`src/stlc_pkg.sv`:
```
// Sheet tag LRU cache: shared constants, types and helpers.
// Used by stlc_scan and sheet_tag_lru_cache.
package stlc_pkg;

	localparam int CAPACITY    = 16;
	localparam int IDX_W       = (CAPACITY > 1) ? $clog2(CAPACITY) : 1;
	localparam int REC_W       = IDX_W;
	localparam int CNT_W       = $clog2(CAPACITY + 1);
	localparam int SHEET_W     = 8;
	localparam int SLOT_W      = 4;
	localparam int TOTAL_W     = 32;
	localparam logic [SHEET_W-1:0] SHEET_LIMIT = 8'd223;

	typedef logic [IDX_W-1:0]   idx_t;
	typedef logic [REC_W-1:0]   rec_t;
	typedef logic [CNT_W-1:0]   cnt_t;
	typedef logic [SHEET_W-1:0] sheet_t;
	typedef logic [TOTAL_W-1:0] total_t;

	typedef enum logic [2:0] {
		ST_HIT     = 3'd0,
		ST_LOADED  = 3'd1,
		ST_UNAVAIL = 3'd2,
		ST_INVALID = 3'd3,
		ST_CLEARED = 3'd4
	} status_t;

	// One word of the entry memory
	typedef struct packed {
		sheet_t sheet;
		rec_t   rec;
	} entry_t;

	// Outcome of one search pass over the entry memory
	typedef struct packed {
		logic   hit;
		idx_t   hit_idx;
		rec_t   hit_rec;
		logic   free;
		idx_t   free_idx;
		idx_t   old_idx;
		rec_t   old_rec;
		sheet_t old_sheet;
	} scan_res_t;

	// Entry number as reported on the slot field, masked to four bits
	function automatic logic [SLOT_W-1:0] to_slot(input idx_t idx);
		logic [IDX_W+SLOT_W-1:0] wide;
		wide = {{SLOT_W{1'b0}}, idx};
		return wide[SLOT_W-1:0];
	endfunction

endpackage

```
`src/stlc_in_if.sv`:
```
// Request channel of the sheet tag LRU cache: valid/ready plus lookup fields.
// Depends on nothing.
interface stlc_in_if;
	logic       valid;
	logic       ready;
	logic       mode;
	logic [7:0] sheet_num;
	logic       sheet_available;

	modport source (output valid, mode, sheet_num, sheet_available, input ready);
	modport sink   (input valid, mode, sheet_num, sheet_available, output ready);
endinterface

```
`src/stlc_out_if.sv`:
```
// Response channel of the sheet tag LRU cache: valid/ready plus result fields.
// Depends on nothing.
interface stlc_out_if;
	logic        valid;
	logic        ready;
	logic [2:0]  status;
	logic [3:0]  slot;
	logic        evicted;
	logic [7:0]  evicted_sheet;
	logic [31:0] hit_total;
	logic [31:0] miss_total;
	logic [31:0] load_total;

	modport source (output valid, status, slot, evicted, evicted_sheet, hit_total,
		miss_total, load_total, input ready);
	modport sink   (input valid, status, slot, evicted, evicted_sheet, hit_total,
		miss_total, load_total, output ready);
endinterface

```
`src/stlc_ram.sv`:
```
// Generic simple dual-port RAM: one write port, one read port, registered read.
// Depends on nothing.
module stlc_ram #(
	parameter int WIDTH = 8,
	parameter int DEPTH = 16
) (
	input  logic                             clk,
	input  logic                             we,
	input  logic [$clog2(DEPTH)-1:0]         waddr,
	input  logic [WIDTH-1:0]                 wdata,
	input  logic [$clog2(DEPTH)-1:0]         raddr,
	output logic [WIDTH-1:0]                 rdata
);

	logic [WIDTH-1:0] mem [DEPTH];

	// Write and registered read
	always_ff @(posedge clk) begin
		if (we) begin
			mem[waddr] <= wdata;
		end
		rdata <= mem[raddr];
	end

endmodule

```
`src/stlc_scan.sv`:
```
// Search tracker: watches the entry stream of a read pass and keeps the first
// match, the first free entry and the oldest entry. Depends on stlc_pkg.
module stlc_scan
	import stlc_pkg::*;
(
	input  logic      clk,
	input  logic      arst_n,
	input  logic      start,
	input  logic      strobe,
	input  idx_t      idx,
	input  logic      ent_valid,
	input  entry_t    ent,
	input  sheet_t    sheet,
	output scan_res_t res
);

	scan_res_t res_q;

	// Restart on a new transaction, fold in each entry as it streams past
	always_ff @(posedge clk or negedge arst_n) begin
		if (!arst_n) begin
			res_q <= '0;
		end else if (start) begin
			res_q <= '0;
		end else if (strobe) begin
			if (!res_q.hit && ent_valid && ent.sheet == sheet) begin
				res_q.hit     <= 1'b1;
				res_q.hit_idx <= idx;
				res_q.hit_rec <= ent.rec;
			end
			if (!res_q.free && !ent_valid) begin
				res_q.free     <= 1'b1;
				res_q.free_idx <= idx;
			end
			// Later entries win ties, as the oldest is the last highest rank
			if (ent.rec >= res_q.old_rec) begin
				res_q.old_idx   <= idx;
				res_q.old_rec   <= ent.rec;
				res_q.old_sheet <= ent.sheet;
			end
		end
	end

	assign res = res_q;

	// A recorded hit never moves once found
	assert property (@(posedge clk) disable iff (!arst_n)
		(res_q.hit && !start) |=> $stable(res_q.hit_idx))
		else $error("hit entry changed during a search pass");

endmodule

```
`src/sheet_tag_lru_cache.sv`:
```
// Sheet tag LRU cache, top level: sequencer, valid bits, counters, result register.
// Depends on stlc_pkg, stlc_in_if, stlc_out_if, stlc_ram and stlc_scan.
//
// A fully associative cache of CAPACITY sheet numbers with least-recently-used
// replacement. Each request transaction is a lookup or a clear and yields exactly
// one response. Sheet and recency rank of every entry live in one memory with a
// single read port, so a lookup reads every entry once to search it and, on a hit
// or a load, once more to age the ranks and write them back. A miss that cannot be
// loaded is only searched; a clear or an invalid sheet number reads no entry. A full
// output register holds the response back; the next request is taken the cycle after
// the response is loaded. Valid bits are flip-flops, so a clear is immediate and no
// clearing pass follows reset. A new request is taken while the previous response
// still waits in the output register.
module sheet_tag_lru_cache
	import stlc_pkg::*;
(
	input  logic              clk,
	input  logic              arst_n,
	stlc_in_if.sink           req,
	stlc_out_if.source        rsp
);

	typedef enum logic [4:0] {
		S_IDLE   = 5'b00001,
		S_SCAN   = 5'b00010,
		S_DECIDE = 5'b00100,
		S_UPD    = 5'b01000,
		S_DONE   = 5'b10000
	} state_t;

	state_t              state_q;
	cnt_t                cnt_q;
	logic                rd_vld_s1;
	idx_t                rd_idx_s1;
	logic [CAPACITY-1:0] valid_q;
	total_t              hit_q, miss_q, load_q;
	logic                rsp_vld_q;

	sheet_t              sheet_q;
	logic                avail_q;
	idx_t                target_q;
	rec_t                limit_q;
	logic                all_q;
	status_t             res_status_q;
	logic [SLOT_W-1:0]   res_slot_q;
	logic                res_evicted_q;
	sheet_t              res_ev_sheet_q;

	logic [2:0]          out_status_q;
	logic [SLOT_W-1:0]   out_slot_q;
	logic                out_evicted_q;
	sheet_t              out_ev_sheet_q;
	total_t              out_hit_q, out_miss_q, out_load_q;

	logic                acc;
	logic                rd_en;
	logic                drained;
	logic                out_load;
	logic                wr_en;
	entry_t              rd_ent;
	entry_t              wr_ent;
	scan_res_t           scan;

	assign req.ready = (state_q == S_IDLE);
	assign acc       = req.valid && req.ready;
	assign rd_en     = (state_q == S_SCAN || state_q == S_UPD) && cnt_q != cnt_t'(CAPACITY);
	assign drained   = (cnt_q == cnt_t'(CAPACITY)) && !rd_vld_s1;
	assign out_load  = (state_q == S_DONE) && (!rsp_vld_q || rsp.ready);

	// Entry memory: reads run one address ahead of the write-back, so a
	// read and a write never meet on the same entry
	stlc_ram #(
		.WIDTH ($bits(entry_t)),
		.DEPTH (CAPACITY)
	) u_ram (
		.clk   (clk),
		.we    (wr_en),
		.waddr (rd_idx_s1),
		.wdata (wr_ent),
		.raddr (cnt_q[IDX_W-1:0]),
		.rdata (rd_ent)
	);

	stlc_scan u_scan (
		.clk       (clk),
		.arst_n    (arst_n),
		.start     (acc),
		.strobe    (rd_vld_s1 && state_q == S_SCAN),
		.idx       (rd_idx_s1),
		.ent_valid (valid_q[rd_idx_s1]),
		.ent       (rd_ent),
		.sheet     (sheet_q),
		.res       (scan)
	);

	// Write back: target becomes the newest, younger valid entries age by one
	always_comb begin
		wr_en  = (state_q == S_UPD) && rd_vld_s1;
		wr_ent = rd_ent;
		if (rd_idx_s1 == target_q) begin
			wr_ent.sheet = sheet_q;
			wr_ent.rec   = '0;
		end else if (valid_q[rd_idx_s1] && (all_q || rd_ent.rec < limit_q)) begin
			wr_ent.rec = rec_t'(rd_ent.rec + 1'b1);
		end
	end

	// Sequencer, valid bits and counters
	always_ff @(posedge clk or negedge arst_n) begin
		if (!arst_n) begin
			state_q   <= S_IDLE;
			cnt_q     <= '0;
			rd_vld_s1 <= 1'b0;
			valid_q   <= '0;
			hit_q     <= '0;
			miss_q    <= '0;
			load_q    <= '0;
			rsp_vld_q <= 1'b0;
		end else begin
			rd_vld_s1 <= rd_en;
			if (rd_en) begin
				cnt_q <= cnt_t'(cnt_q + 1'b1);
			end
			if (out_load) begin
				rsp_vld_q <= 1'b1;
			end else if (rsp.ready) begin
				rsp_vld_q <= 1'b0;
			end
			case (state_q)
				S_IDLE: begin
					if (acc) begin
						cnt_q <= '0;
						if (req.mode) begin
							valid_q <= '0;
							state_q <= S_DONE;
						end else if (req.sheet_num >= SHEET_LIMIT) begin
							state_q <= S_DONE;
						end else begin
							state_q <= S_SCAN;
						end
					end
				end
				S_SCAN: begin
					if (drained) begin
						state_q <= S_DECIDE;
					end
				end
				S_DECIDE: begin
					cnt_q <= '0;
					if (scan.hit) begin
						hit_q   <= hit_q + 1'b1;
						state_q <= S_UPD;
					end else if (!avail_q) begin
						miss_q  <= miss_q + 1'b1;
						state_q <= S_DONE;
					end else begin
						miss_q  <= miss_q + 1'b1;
						load_q  <= load_q + 1'b1;
						state_q <= S_UPD;
						if (scan.free) begin
							valid_q[scan.free_idx] <= 1'b1;
						end
					end
				end
				S_UPD: begin
					if (drained) begin
						state_q <= S_DONE;
					end
				end
				S_DONE: begin
					if (out_load) begin
						state_q <= S_IDLE;
					end
				end
				default: begin
					state_q <= S_IDLE;
				end
			endcase
		end
	end

	// Transaction payload and result fields
	always_ff @(posedge clk) begin
		rd_idx_s1 <= cnt_q[IDX_W-1:0];
		if (acc) begin
			sheet_q        <= req.sheet_num;
			avail_q        <= req.sheet_available;
			res_slot_q     <= '0;
			res_evicted_q  <= 1'b0;
			res_ev_sheet_q <= '0;
			if (req.mode) begin
				res_status_q <= ST_CLEARED;
			end else if (req.sheet_num >= SHEET_LIMIT) begin
				res_status_q <= ST_INVALID;
			end else begin
				res_status_q <= ST_UNAVAIL;
			end
		end
		if (state_q == S_DECIDE) begin
			if (scan.hit) begin
				res_status_q <= ST_HIT;
				res_slot_q   <= to_slot(scan.hit_idx);
				target_q     <= scan.hit_idx;
				limit_q      <= scan.hit_rec;
				all_q        <= 1'b0;
			end else if (avail_q) begin
				res_status_q <= ST_LOADED;
				if (scan.free) begin
					res_slot_q <= to_slot(scan.free_idx);
					target_q   <= scan.free_idx;
					limit_q    <= '0;
					all_q      <= 1'b1;
				end else begin
					res_slot_q     <= to_slot(scan.old_idx);
					res_evicted_q  <= 1'b1;
					res_ev_sheet_q <= scan.old_sheet;
					target_q       <= scan.old_idx;
					limit_q        <= scan.old_rec;
					all_q          <= 1'b0;
				end
			end
		end
		if (out_load) begin
			out_status_q   <= res_status_q;
			out_slot_q     <= res_slot_q;
			out_evicted_q  <= res_evicted_q;
			out_ev_sheet_q <= res_ev_sheet_q;
			out_hit_q      <= hit_q;
			out_miss_q     <= miss_q;
			out_load_q     <= load_q;
		end
	end

	// Drive the response channel from the output register
	assign rsp.valid         = rsp_vld_q;
	assign rsp.status        = out_status_q;
	assign rsp.slot          = out_slot_q;
	assign rsp.evicted       = out_evicted_q;
	assign rsp.evicted_sheet = out_ev_sheet_q;
	assign rsp.hit_total     = out_hit_q;
	assign rsp.miss_total    = out_miss_q;
	assign rsp.load_total    = out_load_q;

	// The memory is written only during the write-back pass
	assert property (@(posedge clk) disable iff (!arst_n)
		wr_en |-> state_q == S_UPD)
		else $error("entry memory written outside the write-back pass");

	// A clear leaves every entry invalid
	assert property (@(posedge clk) disable iff (!arst_n)
		(acc && req.mode) |=> valid_q == '0)
		else $error("clear did not empty the table");

	// A found entry is a valid one
	assert property (@(posedge clk) disable iff (!arst_n)
		(state_q == S_DECIDE && scan.hit) |-> valid_q[scan.hit_idx])
		else $error("hit reported on an invalid entry");

	// Eviction happens only with a full table
	assert property (@(posedge clk) disable iff (!arst_n)
		(state_q == S_DECIDE && !scan.hit && avail_q && !scan.free) |-> (&valid_q))
		else $error("eviction chosen while a free entry exists");

endmodule
```
`src/flat_wrapper.sv`:
```
// flat-port wrapper written by rule: the top's interface ports become plain ports
module sheet_tag_lru_cache_flat import stlc_pkg::*;
  (clk, arst_n, req_valid, req_mode, req_sheet_num, req_sheet_available, req_ready, rsp_valid, rsp_status, rsp_slot, rsp_evicted, rsp_evicted_sheet, rsp_hit_total, rsp_miss_total, rsp_load_total, rsp_ready);
  stlc_in_if req_i ();
  stlc_out_if rsp_i ();
  input  logic clk;
  input  logic arst_n;
  input wire logic [$bits(req_i.valid)-1:0] req_valid;
  input wire logic [$bits(req_i.mode)-1:0] req_mode;
  input wire logic [$bits(req_i.sheet_num)-1:0] req_sheet_num;
  input wire logic [$bits(req_i.sheet_available)-1:0] req_sheet_available;
  output wire logic [$bits(req_i.ready)-1:0] req_ready;
  output wire logic [$bits(rsp_i.valid)-1:0] rsp_valid;
  output wire logic [$bits(rsp_i.status)-1:0] rsp_status;
  output wire logic [$bits(rsp_i.slot)-1:0] rsp_slot;
  output wire logic [$bits(rsp_i.evicted)-1:0] rsp_evicted;
  output wire logic [$bits(rsp_i.evicted_sheet)-1:0] rsp_evicted_sheet;
  output wire logic [$bits(rsp_i.hit_total)-1:0] rsp_hit_total;
  output wire logic [$bits(rsp_i.miss_total)-1:0] rsp_miss_total;
  output wire logic [$bits(rsp_i.load_total)-1:0] rsp_load_total;
  input wire logic [$bits(rsp_i.ready)-1:0] rsp_ready;
  assign req_i.valid = req_valid;
  assign req_i.mode = req_mode;
  assign req_i.sheet_num = req_sheet_num;
  assign req_i.sheet_available = req_sheet_available;
  assign req_ready = req_i.ready;
  assign rsp_valid = rsp_i.valid;
  assign rsp_status = rsp_i.status;
  assign rsp_slot = rsp_i.slot;
  assign rsp_evicted = rsp_i.evicted;
  assign rsp_evicted_sheet = rsp_i.evicted_sheet;
  assign rsp_hit_total = rsp_i.hit_total;
  assign rsp_miss_total = rsp_i.miss_total;
  assign rsp_load_total = rsp_i.load_total;
  assign rsp_i.ready = rsp_ready;
  sheet_tag_lru_cache u_core (.clk(clk), .arst_n(arst_n), .req(req_i), .rsp(rsp_i));
endmodule
```
`config.mk`:
```
export PLATFORM = sky130hd
export DESIGN_NAME = sheet_tag_lru_cache_flat
export DESIGN_NICKNAME = d
export VERILOG_FILES = /design/src/stlc_pkg.sv /design/src/stlc_in_if.sv /design/src/stlc_out_if.sv /design/src/stlc_ram.sv /design/src/stlc_scan.sv /design/src/sheet_tag_lru_cache.sv /design/src/flat_wrapper.sv
export SDC_FILE = /design/constraint.sdc
export NUM_CORES = 1
export LEC_CHECK = 0
export ABC_AREA = 1
export BUFFER_PORTS_ARGS = -buffer_cell sky130_fd_sc_hd__buf_4
export CORE_MARGIN = 10
export CORE_UTILIZATION = 50
export DETAILED_ROUTE_END_ITERATION = 10
export PLACE_DENSITY = 0.74
export SKIP_LAST_GASP = 1
export SLEW_MARGIN = 5
export SYNTH_ARGS = -nofsm -noshare
export SYNTH_HDL_FRONTEND = slang
export SYNTH_SLANG_ARGS = --single-unit
```
`constraint.sdc`:
```
create_clock -name clk -period 14 [get_ports clk]
set_input_delay 4.2 -clock clk [delete_from_list [all_inputs] [get_ports clk]]
set_output_delay 4.2 -clock clk [all_outputs]
set_load 0.02 [all_outputs]
```
==> flow_summary.yaml, run 1 <==
status:
  run_status: "complete, no violations"
layout:
  antennaDiodeCount: 0
  final_common_cell: "nand2_1"
  stdcell_count: 2749
  final_cell_mix: "nand2_1, edfxtp_1, nor2_1"
  area_delta_synth_final_pct: 16.0
  nFillCells: 3379
  nNetsFinal: 2196
  final_layout_size_suffix_gt1_frac: 0.129
clock_tree:
  cts_made_buffers: 51
  root_buffer: "clkbuf_16"
  cts_sinks: 508
  cts-resized-gates: 0
  cts_tree: "done"
  clk_pin_slew_ns: 0.06
  clk-insertion-delay-late_ns: 0.61
  cts-htree-levels: 2
  cts_buffer_depth: 3
  postCtsHoldBufs: 0
  post_cts_buffers: 0
route:
  drt_wl_total_um: 49600
  vias: 15000
  antenna_left: 0
  drtPass1Iterations: 5
  wl_per_cell_um: 18.0
  drtIter0Drc: 1559
  drc: 0
  drt-vias-per-instance: 5.44
yosys:
  yosys_warnings: 0
  syn_area_um2: 21400
  ys_seq_area_frac: 0.663
  ys_ff_latch: 508
  postSynthCellCount: 2016
  syn-num-nets: 2043
  async_flop_share: 0.303
  synth_top_flop_cell: "edfxtp_1"
  synth_cell_types: 45
  avgSynthCellArea_um2: 10.6
  synth_edf_count: 322
global_routing:
  grt_pass1_wl_um: 78200
  grt_usage: 0.193
  antenna_found_initial: 0
  grt_overflow: 0
  grt_start_max_net_pins: 80
  grt_pass1_vias: 14300
timing:
  period_needed_ns: 6.02
  slew_violations: 0
  tightest_slew_ns: 1.15
  setup_viol: 0
  timing.final.crit_share: 0.430
  fin_skew_ns: 0.0375
  relSlewSlack: 0.231
  hold_violations: 0
  rsz0062_at_grt: "no"
  fmax_mhz: 166
  hold-worst-slack_ns: 0.395
  tns_ns: 0
floorplanning:
  initial_utilization: 0.507
  core_um2: 42100
  die_w_um: 227
  dieArea_um2: 51400
  dieHeight_um: 227
  io_pins: 128
  placementRows: 75
worst_setup_path:
  crit_type: "reg -> out"
  reg2reg_to: "u_core.state_q[1]"
  arrival_ns: 1.82
  critPathLaunchType: "flip-flop"
  reg2reg_from: "u_core.cnt_q[0]"
  ff2ff_path_depth: 7
  critPathMaxFanout: 4
  worstPathRequired_ns: 9.80
  ff2ff_setup_slack_ns: 10.72
  cp-end-kind: "output pin"
power:
  p_leak_nw: 9.72
  power.total_mw: 4.15
  p_per_area_nw_per_um2: 167
  vdd_drop_max_mv: 0.127
worst_hold_path:
  worstHoldPathType: "reg -> reg"
  whs_endpoint: "u_core.rd_idx_s1[3]"
  hp-start: "u_core.cnt_q[3]"
  hold_path_depth: 0
place:
  numPlacedInstances: 2655
  hpwlAfterDp_um: 32900
  io_buffers: 127
  gp_congestion: 0.918
run:
  max_cap_viol_count: 0
==> area by class of cell <==
type | count | area [um2] | area share
flip-flops and latches | 508 | 14200 | 0.571
multi-input cells | 1251 | 6220 | 0.251
clock buffers | 57 | 1350 | 0.0545
repair buffers | 159 | 1200 | 0.0483
inverters | 198 | 743 | 0.0300
well taps | 539 | 674 | 0.0272
clock inverters | 37 | 459 | 0.0185
==> power by group <==
part           switching, mW  total, mW  internal [mW]
sequential            0.0927       1.94           1.84
clock                  0.592       1.45          0.853
combinational          0.556      0.771          0.215
total                   1.24       4.15           2.91
==> how the worst max path moves through the flow <==
stage	start	endpoint	slack, ns	depth (start not counted)
after floorplan	rsp_ready	u_core.rsp.evicted	4.53	2
after global placement	rsp_ready	u_core.rsp.hit_total[4]	7.64	4
after detailed placement	rsp_ready	u_core.rsp.hit_total[0]	7.55	4
after CTS	u_core.state_q[2]	req_ready	7.95	4
after global routing	u_core.state_q[2]	req_ready	7.84	4
final	u_core.state_q[2]	req_ready	7.98	4
==> worst max-delay path: stages (launching register included) <==
cell     delay (ns)
dfrtp_1        0.42
nor2_1         0.22
nand4_2        0.19
inv_1          0.19
buf_4          0.18
==> sequential cells by signal (all words and copies together) (netlist names), 8 cells and up <==
name	count
u_core.hit_q	32
u_core.load_q	32
u_core.miss_q	32
u_core.res_ev_sheet_q	8
u_core.rsp.evicted_sheet	8
u_core.rsp.hit_total	32
u_core.rsp.load_total	32
u_core.rsp.miss_total	32
u_core.sheet_q	8
u_core.u_ram.mem	192
u_core.u_ram.rdata	12
u_core.u_scan.res	30
u_core.valid_q	16
==> per-layer routing <==
metal | up-vias | wire [um] | track usage | part of all wire
li1 | 7144 | - | - | -
met1 | 7151 | 20600 | 0.257 | 0.41
met2 | 562 | 23800 | 0.315 | 0.48
met3 | 100 | 4020 | 0.0349 | 0.081
met4 | 0 | 1280 | 0.0628 | 0.026
met5 | - | 0 | 0 | 0
==> cells by family after synthesis <==
group,count (synthesis),synth area share
and+or+nand+nor,865,0.173
DFF,508,0.663
AOI/OAI and AO/OA,288,0.0754
buffers and inverters,257,0.0469
xor gates and xnor gates,85,0.0348
adders and majority gates,13,0.00761
==> cells in the mapped netlist, types with 2 or more instances <==
| cell type | number | area, um2 |
|---|---|---|
| a21boi_0 | 4 | 30.0 |
| a21oi_1 | 30 | 150 |
| buf_1 | 2 | 7.51 |
| buf_2 | 13 | 65.1 |
| buf_4 | 2 | 15.0 |
| buf_6 | 2 | 22.5 |
| clkbuf_1 | 40 | 150 |
| clkinv_1 | 2 | 7.51 |
| dfrtp_1 | 153 | 3830 |
| dfxtp_1 | 32 | 641 |
| edfxtp_1 | 322 | 9670 |
| ha_1 | 13 | 163 |
| inv_1 | 191 | 717 |
| inv_2 | 5 | 18.8 |
| nand2_1 | 415 | 1560 |
| nand2_2 | 5 | 31.3 |
| nand2_4 | 2 | 22.5 |
| nand3_1 | 107 | 536 |
| nand4_1 | 25 | 156 |
| nand4_2 | 2 | 25.0 |
| nor2_1 | 240 | 901 |
| nor2_2 | 5 | 31.3 |
| nor2_4 | 8 | 90.1 |
| nor3_1 | 46 | 230 |
| nor4_1 | 2 | 12.5 |
| o211ai_1 | 4 | 30.0 |
| o21ai_0 | 183 | 916 |
| o21ai_1 | 4 | 20.0 |
| o221ai_1 | 25 | 219 |
| o22ai_1 | 33 | 206 |
| o31ai_1 | 2 | 15.0 |
| xnor2_1 | 16 | 140 |
| xor2_1 | 69 | 604 |
==> through the flow <==
step	utilization	setup WS, ns	cell area (um2)
after floorplan	-	4.53	21400
after global placement	0.546	7.64	23000
after detailed placement	0.546	7.55	23000
after CTS	0.589	7.95	24800
after global routing	0.589	7.84	24800
final	0.589	7.98	24800
Power figures use the tool's default switching activity.
==> run 2, diff against run 1 <==
Settings changed: PLACE_DENSITY 0.74 to 0.76.
Clock period 14 ns to 5.1 ns, I/O delays scaled along.
==> flow_summary.yaml, run 2 (synthesized netlist as in run 1, its figures left out) <==
place:
  gp_congestion: 0.921
  io_buffers: 127
  numPlacedInstances: 2655
  hpwlAfterDp_um: 33500
worst_setup_path:
  crit_type: "reg -> out"
  critPathMaxFanout: 4
  worstPathRequired_ns: 3.57
  max_stage_delay_ns: 0.42
  critPathLaunchType: "flip-flop"
  arrival_ns: 1.82
  cp-end-kind: "output pin"
  slowest_stage: "dfrtp_1"
  path_cells: "nor2_1 -> nand4_2 -> inv_1 -> buf_4"
route:
  drt-vias-per-instance: 5.53
  antenna_left: 0
  drc: 0
  vias: 15200
  drtPass1Iterations: 6
  drt_wl_total_um: 51000
  drtIter0Drc: 1724
  wl_per_cell_um: 18.5
clock_tree:
  root_buffer: "clkbuf_16"
  cts-resized-gates: 0
  clk-insertion-delay-late_ns: 0.60
  cts-htree-levels: 2
  cts_buffer_depth: 3
  postCtsHoldBufs: 0
  clk_pin_slew_ns: 0.06
  post_cts_buffers: 0
  cts_tree: "done"
  cts_made_buffers: 52
  cts_sinks: 508
power:
  p_per_area_nw_per_um2: 460
  p_leak_nw: 9.73
  vdd_drop_max_mv: 0.268
global_routing:
  use_met1: 0.264
  antenna_found_initial: 0
  grt_pass1_wl_um: 80900
  grt_busiest_layer: "met2"
  met3_usage: 0.0424
  grt_overflow: 0
  grt_pass1_vias: 14900
  grt_start_max_net_pins: 113
  grt_usage: 0.198
  met2_usage: 0.310
timing:
  timing.final.crit_share: 0.657
  slew_violations: 0
  setup_viol: 0
  rsz0062_at_grt: "no"
  hold_violations: 0
  relSlewSlack: 0.250
  period_needed_ns: 3.35
  tightest_slew_ns: 1.12
  fmax_mhz: 299
  tns_ns: 0
  fin_skew_ns: 0.0213
layout:
  area_delta_synth_final_pct: 16.0
  nFillCells: 3344
  final_core_util: 0.589
  antennaDiodeCount: 0
  regMostFlops: "u_core.u_ram.mem"
  seq_area_um2: 14200
  nNetsFinal: 2197
  final_common_cell: "nand2_1"
  final_layout_size_suffix_gt1_frac: 0.125
  largest_reg_flops: 192
  final_cell_mix: "nand2_1, edfxtp_1, nor2_1"
  stdcell_count: 2753
  multi_input_area_um2: 6220
floorplanning:
  placementRows: 75
  dieHeight_um: 227
  io_pins: 128
  initial_utilization: 0.507
  die_w_um: 227
  core_um2: 42100
  dieArea_um2: 51400
status:
  run_status: "complete, no violations"
worst_hold_path:
  worstHoldPathType: "reg -> reg"
run:
  max_cap_viol_count: 0
==> run 2: changes by cell type in the layout (fill, tap and decap cells not counted), sizes merged <==
| cell | change |
|---|---|
| bufinv | -1 |
| clkinvlp | -5 |
| clkbuf | +14 |
| inv | -4 |
==> run 2: worst paths after layout <==
path / endpoint / cells after the start / slack, ns / start
max: req_ready / 4 / 1.75 / u_core.state_q[2]
min: u_core.rd_idx_s1[3] / 0 / 0.40 / u_core.cnt_q[3]
max reg2reg: u_core.cnt_q[4] / 10 / 2.09 / u_core.cnt_q[1]
min reg2reg: u_core.rd_idx_s1[3] / 0 / 0.40 / u_core.cnt_q[3]
max in group asynchronous: u_core.valid_q[14] / 2 / 3.29 / arst_n
min in group asynchronous: u_core.miss_q[31] / 1 / 0.98 / arst_n
==> run 2: layer usage <==
metal	vias to the layer above	routed length (um)
met4	0	1780
met1	7309	21300
met5	-	0
met2	662	23300
li1	7151	-
met3	111	4570
==> run 2: worst max-delay path, delay by kind of cell (launching register included) <==
kind,cells,cell delay (ns)
buffers and inverters,2,0.38
and+or+nand+nor,2,0.42
DFF,1,0.42
==> run 2: layout make-up <==
cell class / instances / area share
multi-input cells: 1251 / 0.251
well taps: 539 / 0.0272
clock buffers: 71 / 0.0583
repair buffers: 159 / 0.0493
flip-flops and latches: 508 / 0.571
clock inverters: 27 / 0.0134
inverters: 198 / 0.0300
==> run 2: through the flow <==
stage / power (mW) / setup slack, ns / hold slack [ns] / cell area [um2]
floorplan: 6.65 / 0.163 / 0.368 / 21400
global placement: 7.41 / 1.93 / 0.388 / 23000
detailed placement: 7.50 / 1.86 / 0.384 / 23000
CTS: 11.4 / 1.72 / 0.395 / 24800
global route: 11.9 / 1.65 / 0.406 / 24800
finish: 11.4 / 1.75 / 0.397 / 24800
==> run 2: where the power goes <==
part / switching (mW) / internal (mW) / leakage (nW)
combinational: 1.58 / 0.603 / 3.54
clock: 1.60 / 2.35 / 0.860
sequential: 0.230 / 5.06 / 5.33
